$ cat config.mk
export PLATFORM = sky130hd
export DESIGN_NAME = csv_cell_tokenizer_flat
export DESIGN_NICKNAME = d
export VERILOG_FILES = /design/src/hdl/csvt_pkg.sv /design/src/hdl/csvt_if.sv /design/src/hdl/csv_cell_tokenizer.sv /design/src/flat_wrapper.sv
export SDC_FILE = /design/constraint.sdc
export NUM_CORES = 1
export LEC_CHECK = 0
export BUFFER_PORTS_ARGS = -buffer_cell sky130_fd_sc_hd__buf_2
export CORE_MARGIN = 2
export CORE_UTILIZATION = 55
export DETAILED_ROUTE_END_ITERATION = 7
export GPL_TIMING_DRIVEN = 0
export PLACE_DENSITY_LB_ADDON = 0.15
export REMOVE_ABC_BUFFERS = 1
export SYNTH_ARGS = -nofsm -noshare
export SYNTH_HDL_FRONTEND = slang
export SYNTH_SLANG_ARGS = --single-unit
$ cat constraint.sdc
create_clock -name clk -period 3.35 [get_ports clk]
set_input_delay 0.5025 -clock clk [delete_from_list [all_inputs] [get_ports clk]]
set_output_delay 0.5025 -clock clk [all_outputs]
set_load 0.02 [all_outputs]
$ cat src/hdl/csvt_pkg.sv
// ----------------------------------------------------------------------------
// csvt_pkg
// Shared constants and types for the CSV cell tokenizer.
// ----------------------------------------------------------------------------
package csvt_pkg;

  localparam int LINE_MAX   = 1024;
  localparam int POS_W      = $clog2(LINE_MAX + 1);
  localparam int CHAR_W     = 8;
  localparam int CELL_W     = 10;
  localparam int CFG_IDX_W  = 1;
  localparam int CFG_DATA_W = 10;

  localparam logic [CHAR_W-1:0] CHAR_NUL       = 8'h00;
  localparam logic [CHAR_W-1:0] CHAR_TAB       = 8'h09;
  localparam logic [CHAR_W-1:0] CHAR_SPACE     = 8'h20;
  localparam logic [CHAR_W-1:0] CHAR_QUOTE     = 8'h22;
  localparam logic [CHAR_W-1:0] CHAR_BACKSLASH = 8'h5C;

  localparam logic [CHAR_W-1:0] SEPARATOR_RESET = 8'd44;
  localparam logic [CELL_W-1:0] MAX_CELLS_RESET = '0;

  localparam logic [CFG_IDX_W-1:0] REG_SEPARATOR = 1'd0;
  localparam logic [CFG_IDX_W-1:0] REG_MAX_CELLS = 1'd1;

  typedef struct packed {
    logic              cell_valid;
    logic [CELL_W-1:0] cell_start;
    logic [CELL_W-1:0] cell_end;
    logic [CELL_W-1:0] cell_number;
    logic              row_end;
    logic              overflow;
  } cell_result_t;

endpackage

$ cat src/hdl/csvt_if.sv
// ----------------------------------------------------------------------------
// csvt_if
// Valid/ready channels for line bytes in and cell results out.
// ----------------------------------------------------------------------------
interface csvt_char_if;
  logic                         valid;
  logic                         ready;
  logic [csvt_pkg::CHAR_W-1:0]  char_byte;
  logic                         line_end;

  modport source (output valid, output char_byte, output line_end, input ready);
  modport sink   (input valid, input char_byte, input line_end, output ready);
endinterface

interface csvt_cell_if;
  logic                         valid;
  logic                         ready;
  logic                         cell_valid;
  logic [csvt_pkg::CELL_W-1:0]  cell_start;
  logic [csvt_pkg::CELL_W-1:0]  cell_end;
  logic [csvt_pkg::CELL_W-1:0]  cell_number;
  logic                         row_end;
  logic                         overflow;

  modport source (output valid, output cell_valid, output cell_start, output cell_end,
                  output cell_number, output row_end, output overflow, input ready);
  modport sink   (input valid, input cell_valid, input cell_start, input cell_end,
                  input cell_number, input row_end, input overflow, output ready);
endinterface

$ cat src/hdl/csv_cell_tokenizer.sv
// ----------------------------------------------------------------------------
// csv_cell_tokenizer
// Splits a text line, one byte per item, into trimmed non-empty cells.
// ----------------------------------------------------------------------------
// Usage:
//   chars : one line byte per item (char_byte), or line_end to close the line.
//   cells : one result per finished cell, and one result with row_end for
//           every line_end (cell_valid 0 when no cell was open).
//   cfg   : cfg_write with cfg_index 0 sets the separator, 1 sets max_cells
//           (0 = no limit). Write only while the block is idle.
// Timing:
//   An item is decoded in the cycle it is accepted; its result, if any, is
//   in the output register in the next cycle. One item per cycle is taken,
//   set by the single state update and the output register, unless stalled.
// Stall:
//   chars.ready drops while a result waits and cells.ready is low; it
//   returns in the cycle the result is taken.
// Reset:
//   rst clears the line state and the output valid flag, and restores
//   separator 44 (comma) and max_cells 0.
// ----------------------------------------------------------------------------
module csv_cell_tokenizer (
  input  logic                              clk,
  input  logic                              rst,
  csvt_char_if.sink                         chars,
  csvt_cell_if.source                       cells,
  input  logic                              cfg_write,
  input  logic [csvt_pkg::CFG_IDX_W-1:0]    cfg_index,
  input  logic [csvt_pkg::CFG_DATA_W-1:0]   cfg_data
);

  logic [csvt_pkg::CHAR_W-1:0] separator;
  logic [csvt_pkg::CELL_W-1:0] max_cells;

  logic [csvt_pkg::POS_W-1:0]  position, position_next;
  logic                        in_quote, in_quote_next;
  logic                        escape_pending, escape_pending_next;
  logic                        cell_open, cell_open_next;
  logic [csvt_pkg::CELL_W-1:0] open_start, open_start_next;
  logic [csvt_pkg::CELL_W-1:0] last_kept, last_kept_next;
  logic [csvt_pkg::CELL_W-1:0] cells_seen, cells_seen_next;
  logic                        limit_hit, limit_hit_next;

  logic                        out_valid;
  csvt_pkg::cell_result_t      out_result, result_next;
  logic                        result_fire;

  logic                        accept;
  logic                        open_ok;
  logic [csvt_pkg::CHAR_W-1:0] c;
  logic [csvt_pkg::CELL_W-1:0] p;

  assign chars.ready = !out_valid || cells.ready;
  assign accept      = chars.valid && chars.ready;
  assign c           = chars.char_byte;
  assign p           = position[csvt_pkg::CELL_W-1:0];
  assign open_ok     = cell_open || (max_cells == '0) || (cells_seen < max_cells);

  always_ff @(posedge clk) begin
    if (rst) begin
      separator <= csvt_pkg::SEPARATOR_RESET;
      max_cells <= csvt_pkg::MAX_CELLS_RESET;
    end else if (cfg_write) begin
      unique case (cfg_index)
        csvt_pkg::REG_SEPARATOR: separator <= cfg_data[csvt_pkg::CHAR_W-1:0];
        csvt_pkg::REG_MAX_CELLS: max_cells <= cfg_data[csvt_pkg::CELL_W-1:0];
        default: ;
      endcase
    end
  end

  always_comb begin
    position_next       = position;
    in_quote_next       = in_quote;
    escape_pending_next = escape_pending;
    cell_open_next      = cell_open;
    open_start_next     = open_start;
    last_kept_next      = last_kept;
    cells_seen_next     = cells_seen;
    limit_hit_next      = limit_hit;
    result_fire         = 1'b0;
    result_next         = '0;

    if (accept) begin
      if (chars.line_end) begin
        result_fire          = 1'b1;
        result_next.row_end  = 1'b1;
        result_next.overflow = limit_hit;
        if (cell_open) begin
          result_next.cell_valid  = 1'b1;
          result_next.cell_start  = open_start;
          result_next.cell_end    = last_kept;
          result_next.cell_number = cells_seen - 1'b1;
        end
        position_next       = '0;
        in_quote_next       = 1'b0;
        escape_pending_next = 1'b0;
        cell_open_next      = 1'b0;
        open_start_next     = '0;
        last_kept_next      = '0;
        cells_seen_next     = '0;
        limit_hit_next      = 1'b0;
      end else if (!limit_hit && (position < csvt_pkg::POS_W'(csvt_pkg::LINE_MAX))) begin
        position_next = position + 1'b1;
        if (escape_pending && (c != csvt_pkg::CHAR_NUL)) begin
          escape_pending_next = 1'b0;
          last_kept_next      = p;
        end else if (c == csvt_pkg::CHAR_BACKSLASH) begin
          if (open_ok) begin
            if (!cell_open) begin
              cell_open_next  = 1'b1;
              open_start_next = p;
              cells_seen_next = cells_seen + 1'b1;
            end
            last_kept_next      = p;
            escape_pending_next = 1'b1;
          end else begin
            limit_hit_next = 1'b1;
          end
        end else if ((c == separator) || (c == csvt_pkg::CHAR_NUL) ||
                     (in_quote && (c == csvt_pkg::CHAR_QUOTE))) begin
          in_quote_next       = 1'b0;
          escape_pending_next = 1'b0;
          if (cell_open) begin
            result_fire             = 1'b1;
            result_next.cell_valid  = 1'b1;
            result_next.cell_start  = open_start;
            result_next.cell_end    = last_kept;
            result_next.cell_number = cells_seen - 1'b1;
            result_next.overflow    = limit_hit;
            cell_open_next          = 1'b0;
          end
        end else if (c == csvt_pkg::CHAR_QUOTE) begin
          in_quote_next = 1'b1;
        end else if ((c == csvt_pkg::CHAR_SPACE) || (c == csvt_pkg::CHAR_TAB)) begin
          // drop blank
        end else if (open_ok) begin
          if (!cell_open) begin
            cell_open_next  = 1'b1;
            open_start_next = p;
            cells_seen_next = cells_seen + 1'b1;
          end
          last_kept_next = p;
        end else begin
          limit_hit_next = 1'b1;
        end
      end
    end
  end

  always_ff @(posedge clk) begin
    if (rst) begin
      position       <= '0;
      in_quote       <= 1'b0;
      escape_pending <= 1'b0;
      cell_open      <= 1'b0;
      open_start     <= '0;
      last_kept      <= '0;
      cells_seen     <= '0;
      limit_hit      <= 1'b0;
      out_valid      <= 1'b0;
    end else begin
      position       <= position_next;
      in_quote       <= in_quote_next;
      escape_pending <= escape_pending_next;
      cell_open      <= cell_open_next;
      open_start     <= open_start_next;
      last_kept      <= last_kept_next;
      cells_seen     <= cells_seen_next;
      limit_hit      <= limit_hit_next;
      if (result_fire) begin
        out_valid <= 1'b1;
      end else if (cells.ready) begin
        out_valid <= 1'b0;
      end
    end
  end

  always_ff @(posedge clk) begin
    if (result_fire) begin
      out_result <= result_next;
    end
  end

  assign cells.valid       = out_valid;
  assign cells.cell_valid  = out_result.cell_valid;
  assign cells.cell_start  = out_result.cell_start;
  assign cells.cell_end    = out_result.cell_end;
  assign cells.cell_number = out_result.cell_number;
  assign cells.row_end     = out_result.row_end;
  assign cells.overflow    = out_result.overflow;

`ifndef SYNTHESIS
  a_result_from_item: assert property (@(posedge clk) disable iff (rst)
    $rose(out_valid) |-> $past(accept))
    else $error("result appeared without an accepted item");

  a_line_clears: assert property (@(posedge clk) disable iff (rst)
    (accept && chars.line_end) |=> (position == '0) && !cell_open && (cells_seen == '0)
      && !limit_hit)
    else $error("line state not cleared after line end");

  a_cell_order: assert property (@(posedge clk) disable iff (rst)
    (out_valid && out_result.cell_valid) |-> (out_result.cell_end >= out_result.cell_start))
    else $error("cell end before cell start");

  a_stall_blocks: assert property (@(posedge clk) disable iff (rst)
    (out_valid && !cells.ready) |-> !chars.ready)
    else $error("item taken while result stalled");
`endif

endmodule

$ cat src/flat_wrapper.sv
// flat-port wrapper written by rule: the top's interface ports become plain ports
module csv_cell_tokenizer_flat 
  (clk, rst, cfg_write, cfg_index, cfg_data, chars_valid, chars_char_byte, chars_line_end, chars_ready, cells_valid, cells_cell_valid, cells_cell_start, cells_cell_end, cells_cell_number, cells_row_end, cells_overflow, cells_ready);
  csvt_char_if chars_i ();
  csvt_cell_if cells_i ();
  input  logic clk;
  input  logic rst;
  input  logic cfg_write;
  input  logic [csvt_pkg::CFG_IDX_W-1:0] cfg_index;
  input  logic [csvt_pkg::CFG_DATA_W-1:0] cfg_data;
  input wire logic [$bits(chars_i.valid)-1:0] chars_valid;
  input wire logic [$bits(chars_i.char_byte)-1:0] chars_char_byte;
  input wire logic [$bits(chars_i.line_end)-1:0] chars_line_end;
  output wire logic [$bits(chars_i.ready)-1:0] chars_ready;
  output wire logic [$bits(cells_i.valid)-1:0] cells_valid;
  output wire logic [$bits(cells_i.cell_valid)-1:0] cells_cell_valid;
  output wire logic [$bits(cells_i.cell_start)-1:0] cells_cell_start;
  output wire logic [$bits(cells_i.cell_end)-1:0] cells_cell_end;
  output wire logic [$bits(cells_i.cell_number)-1:0] cells_cell_number;
  output wire logic [$bits(cells_i.row_end)-1:0] cells_row_end;
  output wire logic [$bits(cells_i.overflow)-1:0] cells_overflow;
  input wire logic [$bits(cells_i.ready)-1:0] cells_ready;
  assign chars_i.valid = chars_valid;
  assign chars_i.char_byte = chars_char_byte;
  assign chars_i.line_end = chars_line_end;
  assign chars_ready = chars_i.ready;
  assign cells_valid = cells_i.valid;
  assign cells_cell_valid = cells_i.cell_valid;
  assign cells_cell_start = cells_i.cell_start;
  assign cells_cell_end = cells_i.cell_end;
  assign cells_cell_number = cells_i.cell_number;
  assign cells_row_end = cells_i.row_end;
  assign cells_overflow = cells_i.overflow;
  assign cells_i.ready = cells_ready;
  csv_cell_tokenizer u_core (.clk(clk), .rst(rst), .chars(chars_i), .cells(cells_i), .cfg_write(cfg_write), .cfg_index(cfg_index), .cfg_data(cfg_data));
endmodule
* Yosys cells after proc, flatten, opt, wreduce, memory -nomap -nowiden
Cells that the tools add are included.
Word-level totals: logic and storage cells 144, register bits 97
Cells by class: reductions and logical operators 27, multiplexer cells 78, $add $sub $neg 3, bitwise gates (word level) 1, eq/ne operators 16, magnitude comparators 2
Operator list (number):
- 10-bit 2-to-1 mux | 26
- 31-bit 2-to-1 mux | 6
- 1-bit 2-to-1 mux | 44
- 11-bit 2-to-1 mux | 2
- 4-bit by 2-bit inequality test with 1-bit output (second input constant) | 5
- 8-bit by 6-bit == test with 1-bit output (second input constant) | 2
- 5-bit AND reduction | 3
- 11-bit by 1-bit adder with 11-bit output (second input constant) | 1
- 11-bit < comparator (second input constant) | 1
- 10-bit by 1-bit adder with 10-bit output (second input constant) | 1
- 10-bit zero test | 1
- 10-bit < comparator | 1
- 10-bit by 1-bit subtractor with 10-bit output (second input constant) | 1
- 3-bit by 2-bit inequality test with 1-bit output (second input constant) | 3
- 8-bit by 4-bit == test with 1-bit output (second input constant) | 1
- 8-bit by 7-bit == test with 1-bit output (second input constant) | 1
- 8-bit == test | 1
- 8-bit zero test | 1
- 8-bit nonzero test | 1
- 1-bit logical OR | 6
- 2-bit AND reduction | 3
- 6-bit AND reduction | 1
- 1-bit logical AND | 4
- 2-bit inequality test (second input constant) | 2
- 7 further kinds | 9

* Longest topological paths before layout
Gate-level depths: netlist (run 1).
depth in word-level cells 11, depth in mapped cells 10, mapped depth without buffers 9

* Worst setup path after synthesis (run 1)
No wires, ideal clock.
kind input port to flip-flop, start point in cells_ready, end point reg u_core.out_result, in the netlist u_core.cells.cell_end[0] (enable), setup slack 0.383 ns, required time 2.959 ns, cell stages on the path 9, arrival 2.576 ns, path buffers 2, path through nand2b_2 > o211ai_1 > buf_4 > a31oi_1 > o21ai_0 > nor2_1 > nand2_1 > clkbuf_1 > nand2_1
On the way: longest elaborated chain between the ends 3
RTL lines:
- start: declaration | RTL line flat_wrapper.sv:22 | input wire logic [$bits(cells_i.ready)-1:0] cells_ready;
- 1-bit logical OR | RTL line csv_cell_tokenizer.sv:53 | assign chars.ready = !out_valid || cells.ready;
- 1-bit logical AND | RTL line csv_cell_tokenizer.sv:54 | assign accept = chars.valid && chars.ready;
- 1-bit 2-to-1 mux | RTL line csv_cell_tokenizer.sv:84 | if (accept) begin
- via u_core.result_fire | RTL line csv_cell_tokenizer.sv:46 | logic result_fire;
- end signal: assignment | RTL line csv_cell_tokenizer.sv:181 | out_result <= result_next;
- end: declaration | RTL line csv_cell_tokenizer.sv:45 | csvt_pkg::cell_result_t out_result, result_next;
The timed path passes the listed nets, and every way through them passes these cells. A chain may end at the register's enable or synchronous reset.

* Worst setup path after layout (run 1)
start point reg u_core.position[10] (netlist bit), end point reg u_core.out_result, in the netlist u_core.cells.cell_number[8] (enable)
On the way: longest elaborated chain between the ends 5
RTL lines:
- start: declaration | RTL line csv_cell_tokenizer.sv:35 | logic [csvt_pkg::POS_W-1:0] position, position_next;
- start signal: assignment | RTL line csv_cell_tokenizer.sv:163 | position <= position_next;
- 11-bit < comparator | RTL line csv_cell_tokenizer.sv:103 | end else if (!limit_hit && (position < csvt_pkg::POS_W'(csvt_pkg::LINE_MAX))) begin
- 1-bit logical AND | RTL line csv_cell_tokenizer.sv:103
- 1-bit 2-to-1 mux | RTL line csv_cell_tokenizer.sv:103
- 1-bit 2-to-1 mux | RTL line csv_cell_tokenizer.sv:85 | if (chars.line_end) begin
- 1-bit 2-to-1 mux | RTL line csv_cell_tokenizer.sv:84
- via u_core.result_fire | RTL line csv_cell_tokenizer.sv:46
The timed path passes the listed nets, and every way through them passes these cells.

==> impl_metrics.yaml, run 1 <==
cts:
  clkSinkCount: 97
  clock_tree.buffer_depth: 2
  clockRootBuffer: "sky130_fd_sc_hd__clkbuf_8"
  cts_resized: 1
  cts.reportedPaths.clkPinSlew_ps: 110
  htree_levels: 3
  clkLatencyLatePin_ps: 380
  cts_tree: "yes"
  cts_made_buffers: 9
  cts_hold_buf: 0
  cts_setup_buffers: 0
sta:
  report.final.setup_viol: 0
  fin_crit_ps: 2994
  maxClockFrequency_mhz: 334.0
  report.final.hold_viol_count: 0
  max_slew.worst_pin.slew_ps: 811.6
  grt_setup_unrepaired: "false"
  setup_total_negative_slack_ps: 0
  finalClockSkew_ps: 18.12
  timing_max_transition_violations_final: 0
  worst_slew_margin_rel: 0.4565
  share_of_the_clock_period_used_by_the_worst_path_after_layout: 0.8937
global_routing:
  grt-ovfl-total: 0
  globalRoute.busiestLayer: "met2"
  use_met3: 0.03787
  grt.met2_usage: 0.3267
  initial_antenna_violation_count: 0
  grt_usage: 0.2045
  grt_pass1_wl_um: 14150
  grt_pass1_vias: 3062
  grt_max_degree: 34
  grt.met1_usage: 0.2747
place:
  dp.final_hpwl_um: 6145
  count_of_placed_standard_cells_including_taps: 598
  place_congestion: 0.8482
  io_buffers: 59
setup_path:
  crit_path_cell_trace: "nor2_1, o211ai_1, a31oi_1, o21ai_0, nor2_1, nand2_1, nand2_2"
  crit_required_ps: 3360
  path_buf_inv: 0
  worst_r2r_startpoint: "u_core.position[10]"
  worst_setup_path_start_kind: "register"
  capturing_element_type_of_the_critical_path: "register"
  worst_path_most_repeated_cell: "sky130_fd_sc_hd__nor2_1"
  critPathTopFamily: "simple AND/OR/NAND/NOR gates"
  cell_with_the_largest_stage_delay_on_the_worst_path: "sky130_fd_sc_hd__nand2_2"
  worstSetupStartpoint: "u_core.position[10]"
  path_depth: 7
  crit-reg2reg-capture: "u_core.cells.cell_number[8]"
  reg2reg_setup_slack_ps: 360
  end_of_the_critical_path: "u_core.cells.cell_number[8]"
  cp_data_arrival_time_ps: 3000
  max_stage_delay_ps: 700
  r2r.worst_path.cells: 7
  criticalPathCategory: "register to register"
  worst-path-max-fanout: 33
yosys:
  post_synth_instance_area_um2: 4379
  post-synth-top-area-cell: "sky130_fd_sc_hd__dfxtp_1"
  synthesis.yosys.warnings: 0
  number_of_enable_type_register_cells_in_the_synthesized_netlist: 33
  synth_area_per_cell_um2: 9.562
  dominantRegCellSynth: "sky130_fd_sc_hd__dfxtp_1"
  async_flop_share: 0
  synthCells: 458
  ys_ff_latch: 97
  yosysMostFrequentCell: "sky130_fd_sc_hd__dfxtp_1"
  synth.top_cells.by_count: "sky130_fd_sc_hd__dfxtp_1 (64), sky130_fd_sc_hd__nand2_1 (63), sky130_fd_sc_hd__nor2_1 (34), sky130_fd_sc_hd__a21oi_1 (33), sky130_fd_sc_hd__edfxtp_1 (33)"
  synthDistinctLibCells: 51
  yosys-top-cells-area: "sky130_fd_sc_hd__dfxtp_1 (29%), sky130_fd_sc_hd__edfxtp_1 (23%), sky130_fd_sc_hd__nand2_1 (5.4%)"
  seq_area_frac_synth: 0.5189
  synth.top_cell.area_share: 0.2926
layout:
  diodes: 0
  area_delta_synth_final_pct: 11.80
  post_layout_nonfiller_instances: 614
  post_route_cells_drive_above_1_share: 0.1895
  final_net_count: 544
  postLayoutCoreUtil: 0.6336
drt:
  drt_pre_antenna_iters: 4
  wirelength_um: 8518
  residual_antenna_violating_net_count_after_detailed_routing: 0
  drcViolationCount: 0
  drt_iter0_drc: 148
  detail_route.wl_per_cell_um: 13.87
  route.vias.total: 3344
  drt-vias-per-instance: 5.446
floorplan:
  core_region_area_um2: 7727
  die_area_um2: 8692
  io_pins: 60
  starting_utilization_of_the_core_area: 0.5667
  die_w_um: 93.23
  die-height_um: 93.23
  placementRows: 32
run:
  maxCapViolations: 0
outcome:
  status: "finished, final reports clean"
worst_hold_path:
  hold_path.class: "input pin to register"
pwr:
  powerDensity_nw_per_um2: 469.2
  power.static_leakage_nw: 1.972
  power_mw: 2.297
  ir_worst_vdd_mv: 0.2660
-- how the worst min path moves through the flow --
stage                        startpoint  cells after the start  slack [ps]                   to
finish                      cfg_data[9]                      3         350  u_core.max_cells[9]
detailed placement  u_core.last_kept[7]                      2         450  u_core.last_kept[7]
global route                cfg_data[9]                      3         360  u_core.max_cells[9]
global placement    u_core.last_kept[0]                      2         440  u_core.last_kept[0]
floorplan           u_core.last_kept[8]                      2         430  u_core.last_kept[8]
CTS                         cfg_data[9]                      3         340  u_core.max_cells[9]
-- registers in the layout, summed over array words and instances, names as in the netlist, 8 cells and up --
name and flops:
u_core.open_start 10, u_core.last_kept 10, u_core.cells.cell_number 10, u_core.cells.cell_end 10, u_core.max_cells 10, u_core.cells_seen 10, u_core.position 11, u_core.cells.cell_start 10
u_core.separator 8
-- power breakdown --
| group | switching, mW | leakage, nW | internal (mW) |
|---|---|---|---|
| Combinational | 0.168 | 1.03 | 0.0868 |
| Sequential | 0.0223 | 0.841 | 1.26 |
| Clock | 0.464 | 0.104 | 0.299 |
| Total | 0.654 | 1.97 | 1.64 |
-- per-layer routing --
| layer | vias up | routed length [um] | part of all wire |
|---|---|---|---|
| met2 | 62 | 4017 | 0.47 |
| li1 | 1707 | - | - |
| met3 | 12 | 294 | 0.035 |
| met5 | - | 0 | 0 |
| met4 | 0 | 145 | 0.017 |
| met1 | 1563 | 4061 | 0.48 |
-- cell families after synthesis --
group / count (synthesis) / synth area share
buffers and inverters: 38 / 0.04171
multiplexers: 1 / 0.002571
adder cells (fa/ha/maj): 12 / 0.03428
AO/OA/AOI/OAI: 95 / 0.1380
AND/OR/NAND/NOR: 191 / 0.2166
XOR/XNOR: 24 / 0.04800
flip-flops: 97 / 0.5189
-- layout by cell type (no fill, tap or decap), types with 3 or more instances in the layout --
cell,instances
sky130_fd_sc_hd__a21oi_1,33
sky130_fd_sc_hd__a22o_2,9
sky130_fd_sc_hd__a31oi_1,3
sky130_fd_sc_hd__and2_1,23
sky130_fd_sc_hd__and3_1,5
sky130_fd_sc_hd__buf_2,59
sky130_fd_sc_hd__clkbuf_8,9
sky130_fd_sc_hd__clkinv_8,3
sky130_fd_sc_hd__dfxtp_1,64
sky130_fd_sc_hd__edfxtp_1,33
sky130_fd_sc_hd__ha_1,12
sky130_fd_sc_hd__inv_1,17
sky130_fd_sc_hd__nand2_1,62
sky130_fd_sc_hd__nand2b_1,3
sky130_fd_sc_hd__nand3_1,14
sky130_fd_sc_hd__nand3b_1,3
sky130_fd_sc_hd__nand4_1,10
sky130_fd_sc_hd__nor2_1,34
sky130_fd_sc_hd__nor3_1,12
sky130_fd_sc_hd__nor4_1,4
sky130_fd_sc_hd__o211ai_1,4
sky130_fd_sc_hd__o21ai_0,30
sky130_fd_sc_hd__or3_1,9
sky130_fd_sc_hd__xnor2_1,15
sky130_fd_sc_hd__xor2_1,9
-- worst reg2reg max path, cell delays in order (launching register included) --
cell and delay (ps):
sky130_fd_sc_hd__dfxtp_1 340, sky130_fd_sc_hd__nor2_1 190, sky130_fd_sc_hd__o211ai_1 330, sky130_fd_sc_hd__a31oi_1 340, sky130_fd_sc_hd__o21ai_0 170, sky130_fd_sc_hd__nor2_1 210, sky130_fd_sc_hd__nand2_1 320, sky130_fd_sc_hd__nand2_2 700
-- final cells by class --
class / count / area (um^2)
clock buffers: 9 / 123.9
multi-input cells: 323 / 1927
inverters: 17 / 63.81
fillers: 653 / 2831
repair buffers: 59 / 295.3
flip-flops and latches: 97 / 2272
clock inverters: 7 / 86.33
well taps: 102 / 127.6
-- through the flow --
step / area (um^2) / hold slack (ps) / worst slack (ps)
finish: 4896 / 350.3 / 356.0
floorplan: 4260 / 430.3 / 370.4
CTS: 4896 / 342.6 / 302.8
global placement: 4683 / 440.9 / -306.1
global route: 4896 / 360.0 / 23.57
detailed placement: 4683 / 447.8 / -424.4
Power figures use the tool's default switching activity.
==> run 2: changes to the inputs <==
--- a/config.mk
+++ b/config.mk
@@ -7,10 +7,10 @@
 export LEC_CHECK = 0
 export BUFFER_PORTS_ARGS = -buffer_cell sky130_fd_sc_hd__buf_2
 export CORE_MARGIN = 2
-export CORE_UTILIZATION = 55
+export CORE_UTILIZATION = 41
 export DETAILED_ROUTE_END_ITERATION = 7
 export GPL_TIMING_DRIVEN = 0
-export PLACE_DENSITY_LB_ADDON = 0.15
+export PLACE_DENSITY = 0.58
 export REMOVE_ABC_BUFFERS = 1
 export SYNTH_ARGS = -nofsm -noshare
 export SYNTH_HDL_FRONTEND = slang
==> impl_metrics.yaml, run 2 (synthesis results as in run 1) <==
global_routing:
  initial_antenna_violation_count: 0
  grt.met1_usage: 0.2003
  grt_pass1_vias: 3160
  grt_usage: 0.1616
  grt_max_degree: 34
  grt-ovfl-total: 0
  grt_pass1_wl_um: 14780
  globalRoute.busiestLayer: "met2"
  grt.met2_usage: 0.2771
  use_met3: 0.02361
setup_path:
  worst_r2r_startpoint: "u_core.limit_hit"
  worst_setup_path_start_kind: "register"
  worst_path_most_repeated_cell: "sky130_fd_sc_hd__nor2_1"
  crit-reg2reg-capture: "u_core.cells.cell_start[2]"
  criticalPathCategory: "register to register"
  worst-path-max-fanout: 21
  end_of_the_critical_path: "u_core.cells.cell_start[2]"
  crit_path_cell_trace: "nor2_1, o211ai_1, a31oi_1, o21ai_0, nor2_1, nand2_1, inv_1, and2_1"
  r2r.worst_path.cells: 8
  max_stage_delay_ps: 650
  cp_data_arrival_time_ps: 2980
  cell_with_the_largest_stage_delay_on_the_worst_path: "sky130_fd_sc_hd__o211ai_1"
  capturing_element_type_of_the_critical_path: "register"
  path_depth: 8
  crit_required_ps: 3470
  worstSetupStartpoint: "u_core.limit_hit"
  reg2reg_setup_slack_ps: 480
  critPathTopFamily: "compound AO/OA/AOI/OAI gates"
  path_buf_inv: 1
layout:
  largest_reg_flops: 11
  register_with_the_most_flip_flops: "u_core.position"
  diodes: 0
  nFillCells: 1026
  area_delta_synth_final_pct: 12.00
  layout_common_cells: "sky130_fd_sc_hd__dfxtp_1 (64), sky130_fd_sc_hd__nand2_1 (62), sky130_fd_sc_hd__buf_2 (59)"
  post_layout_nonfiller_instances: 648
  layout.cells.most_common: "sky130_fd_sc_hd__dfxtp_1"
  final_net_count: 544
  post_route_cells_drive_above_1_share: 0.1855
floorplan:
  core_region_area_um2: 10370
  io_pins: 60
  placementRows: 37
  die-height_um: 107.4
  die_w_um: 107.4
  die_area_um2: 11520
  starting_utilization_of_the_core_area: 0.4223
drt:
  wirelength_um: 8629
  detail_route.wl_per_cell_um: 13.32
  route.vias.total: 3307
  drt_iter0_drc: 127
  drt_pre_antenna_iters: 4
  drt-vias-per-instance: 5.103
  drcViolationCount: 0
  residual_antenna_violating_net_count_after_detailed_routing: 0
place:
  place_congestion: 0.8066
  io_buffers: 59
  count_of_placed_standard_cells_including_taps: 632
  dp.final_hpwl_um: 6353
cts:
  cts.reportedPaths.clkPinSlew_ps: 90
  htree_levels: 3
  cts_hold_buf: 0
  clkLatencyLatePin_ps: 360
  cts_tree: "yes"
  clockRootBuffer: "sky130_fd_sc_hd__clkbuf_8"
  cts_resized: 1
  cts_setup_buffers: 0
  clock_tree.buffer_depth: 2
  clkSinkCount: 97
  cts_made_buffers: 9
sta:
  share_of_the_clock_period_used_by_the_worst_path_after_layout: 0.8560
  finalClockSkew_ps: 9.636
  worst_slew_margin_rel: 0.4609
  report.final.hold_viol_count: 0
  maxClockFrequency_mhz: 348.7
  timing_max_transition_violations_final: 0
  report.final.setup_viol: 0
  setup_total_negative_slack_ps: 0
  fin_crit_ps: 2867
  max_slew.worst_pin.slew_ps: 805.0
  timing.hold.ws_ps: 371.8
  grt_setup_unrepaired: "false"
pwr:
  powerDensity_nw_per_um2: 451.3
  power.static_leakage_nw: 1.957
  ir_worst_vdd_mv: 0.1547
worst_hold_path:
  hold_path.class: "input pin to register"
outcome:
  status: "finished, final reports clean"
run:
  maxCapViolations: 0
run 2: final cells by class:
class,count,area [um^2],area share
Inverter,17,63.81,0.01301
Tap cell,136,170.2,0.03469
Timing Repair Buffer,59,295.3,0.06020
Clock buffer,10,127.6,0.02602
Sequential cell,97,2272,0.4633
Clock inverter,6,43.79,0.008929
Multi-Input combinational cell,323,1932,0.3939
run 2: through the flow:
step	power [mW]	cell area [um^2]	setup slack [ps]	util
final	2.213	4905	482.5	0.4730
after global routing	2.328	4905	94.16	0.4730
after global placement	1.561	4726	-393.1	0.4557
after CTS	2.240	4900	256.0	0.4725
after detailed placement	1.567	4726	-473.9	0.4557
after floorplan	1.474	4260	370.4	-
run 2: worst min path at each step:
stage,startpoint,depth (start not counted),to
final,cfg_data[8],3,u_core.max_cells[8]
after global routing,cfg_data[9],3,u_core.max_cells[9]
after CTS,cfg_data[9],3,u_core.max_cells[9]
after detailed placement,u_core.last_kept[5],2,u_core.last_kept[5]
after global placement,u_core.last_kept[8],2,u_core.last_kept[8]
after floorplan,u_core.last_kept[8],2,u_core.last_kept[8]
run 2: worst min-delay path, stage by stage:
cell and delay (ps):
sky130_fd_sc_hd__buf_2 90, sky130_fd_sc_hd__nand2_1 50, sky130_fd_sc_hd__a21oi_1 50
run 2: layer usage:
layer	share of wire	wire (um)
met1	0.48	4114
met2	0.48	4109
met3	0.030	258
met4	0.017	146
met5	0	0
run 2: power breakdown:
| group | leakage (nW) | switching (mW) | internal, mW | total [mW] |
|---|---|---|---|---|
| Clock | 0.0883 | 0.404 | 0.273 | 0.678 |
| Combinational | 1.03 | 0.170 | 0.0871 | 0.257 |
| Sequential | 0.841 | 0.0221 | 1.26 | 1.28 |
==> run 3: changes to the inputs <==
==> constraint.sdc (replaced) <==
create_clock -name clk -period 2.9 [get_ports clk]
set_input_delay 0.435 -clock clk [delete_from_list [all_inputs] [get_ports clk]]
set_output_delay 0.435 -clock clk [all_outputs]
set_load 0.02 [all_outputs]
==> impl_metrics.yaml, run 3 (synthesis results as in run 1) <==
sta:
  worst_slew_margin_rel: 0.5637
  maxClockFrequency_mhz: 377.9
  report.final.hold_viol_count: 0
  layout_setup_ws_ps: 253.9
  max_slew.worst_pin.slew_ps: 654.4
  timing_max_transition_violations_final: 0
  finalClockSkew_ps: 10.30
  fin_crit_ps: 2646
  share_of_the_clock_period_used_by_the_worst_path_after_layout: 0.9125
  report.final.setup_viol: 0
setup_path:
  crit_required_ps: 3030
  worst_r2r_startpoint: "u_core.limit_hit"
  criticalPathCategory: "register to register"
  worst_setup_path_start_kind: "register"
  worst-path-max-fanout: 14
  capturing_element_type_of_the_critical_path: "register"
  worstSetupStartpoint: "u_core.limit_hit"
  cp_data_arrival_time_ps: 2770
cts:
  htree_levels: 3
  cts.reportedPaths.clkPinSlew_ps: 90
  clock_tree.buffer_depth: 2
  clockRootBuffer: "sky130_fd_sc_hd__clkbuf_8"
  cts_tree: "yes"
  clkSinkCount: 97
  clkLatencyLatePin_ps: 360
  cts_made_buffers: 9
place:
  place_worst_setup_slack_ps: -856.4
  place_congestion: 0.8066
  placed_cell_area_um2: 4726
  count_of_placed_standard_cells_including_taps: 632
  dp.final_hpwl_um: 6353
  io_buffers: 59
layout:
  nFillCells: 1024
  largest_reg_flops: 11
  multiInputGateArea_um2: 1952
  layout_common_cells: "sky130_fd_sc_hd__dfxtp_1 (64), sky130_fd_sc_hd__nand2_1 (61), sky130_fd_sc_hd__buf_2 (59)"
  layout.cells.most_common: "sky130_fd_sc_hd__dfxtp_1"
  final_net_count: 549
  seqCellArea_um2: 2272
  post_route_cells_drive_above_1_share: 0.1973
  finish.instance_area_um2: 4964
  area_delta_synth_final_pct: 13.34
  post_layout_nonfiller_instances: 653
  register_with_the_most_flip_flops: "u_core.position"
  diodes: 0
  postLayoutCoreUtil: 0.4786
global_routing:
  grt.met2_usage: 0.2749
  grt.met1_usage: 0.2018
  grt-ovfl-total: 0
  globalRoute.busiestLayer: "met2"
  grt_max_degree: 34
  grt_pass1_vias: 3155
  grt_usage: 0.1618
  use_met3: 0.02179
  grt_pass1_wl_um: 14790
  initial_antenna_violation_count: 0
pwr:
  power.static_leakage_nw: 1.970
  powerDensity_nw_per_um2: 517.8
  power_mw: 2.570
  ir_worst_vdd_mv: 0.1796
floorplan:
  die-height_um: 107.4
  placementRows: 37
  die_area_um2: 11520
  die_w_um: 107.4
  io_pins: 60
  core_region_area_um2: 10370
  starting_utilization_of_the_core_area: 0.4223
drt:
  drt_iter0_drc: 140
  drt-vias-per-instance: 5.113
  route.vias.total: 3339
  residual_antenna_violating_net_count_after_detailed_routing: 0
  detail_route.wl_per_cell_um: 13.68
  wirelength_um: 8932
  drcViolationCount: 0
  drt_pre_antenna_iters: 4
worst_hold_path:
  hold_path.class: "input pin to register"
  timing.hold.worst.start: "cfg_data[8]"
run:
  maxCapViolations: 0
outcome:
  status: "finished, final reports clean"
==> run 3: timing repair <==
action | CTS | global route
pin swaps | 0 | 1
hold endpoints to repair | 0 | 0
hold buffers | 0 | 0
resized for setup | 2 | 4
setup buffers | 0 | 4
setup endpoints to repair | 33 | 57
cloned | 0 | 1
==> run 3: metal layers <==
| layer | vias to the layer above | part of all wire |
|---|---|---|
| met2 | 62 | 0.48 |
| met3 | 11 | 0.031 |
| met5 | - | 0 |
| li1 | 1726 | - |
| met4 | 0 | 0.020 |
| met1 | 1540 | 0.47 |
==> run 3: critical path, cell delays in order, from the launching register on <==
cell	delay (ps)
sky130_fd_sc_hd__dfxtp_1	380
sky130_fd_sc_hd__nor2_1	80
sky130_fd_sc_hd__o211ai_1	460
sky130_fd_sc_hd__a31oi_1	150
sky130_fd_sc_hd__o21ai_0	150
sky130_fd_sc_hd__nor2_1	140
sky130_fd_sc_hd__nand2_2	370
sky130_fd_sc_hd__clkinvlp_2	410
sky130_fd_sc_hd__and2_1	270
==> run 3: per-stage QoR <==
step,setup TNS [ps],hold WS [ps]
finish,0,305.4
global route,-369.5,308.4
global placement,-27160,446.0
detailed placement,-30730,448.5
floorplan,-398.3,430.3
CTS,0,290.5
==> run 3: path summary, 6_finish.rpt <==
| kind | slack [ps] | depth (start not counted) | end |
|---|---|---|---|
| worst max-delay path | 250 | 8 | u_core.cells.cell_end[3] |
| worst min-delay path | 310 | 3 | u_core.max_cells[8] |
| worst max register to register | 250 | 8 | u_core.cells.cell_end[3] |
| worst min register to register | 460 | 2 | u_core.max_cells[9] |
==> run 3: final cells by class <==
cell class | instances | share of cell area
clock buffers | 10 | 0.02571
clock inverters | 6 | 0.008823
inverters | 17 | 0.01361
multi-input cells | 323 | 0.3932
flip-flops and latches | 97 | 0.4578
well taps | 136 | 0.03428
repair buffers | 63 | 0.06554
repair inverters | 1 | 0.001008
==> run 3: report_power, final <==
part	switching [mW]	internal (mW)	leakage [nW]
clock network	0.465	0.316	0.0883
registers	0.0260	1.45	0.841
logic	0.203	0.109	1.04
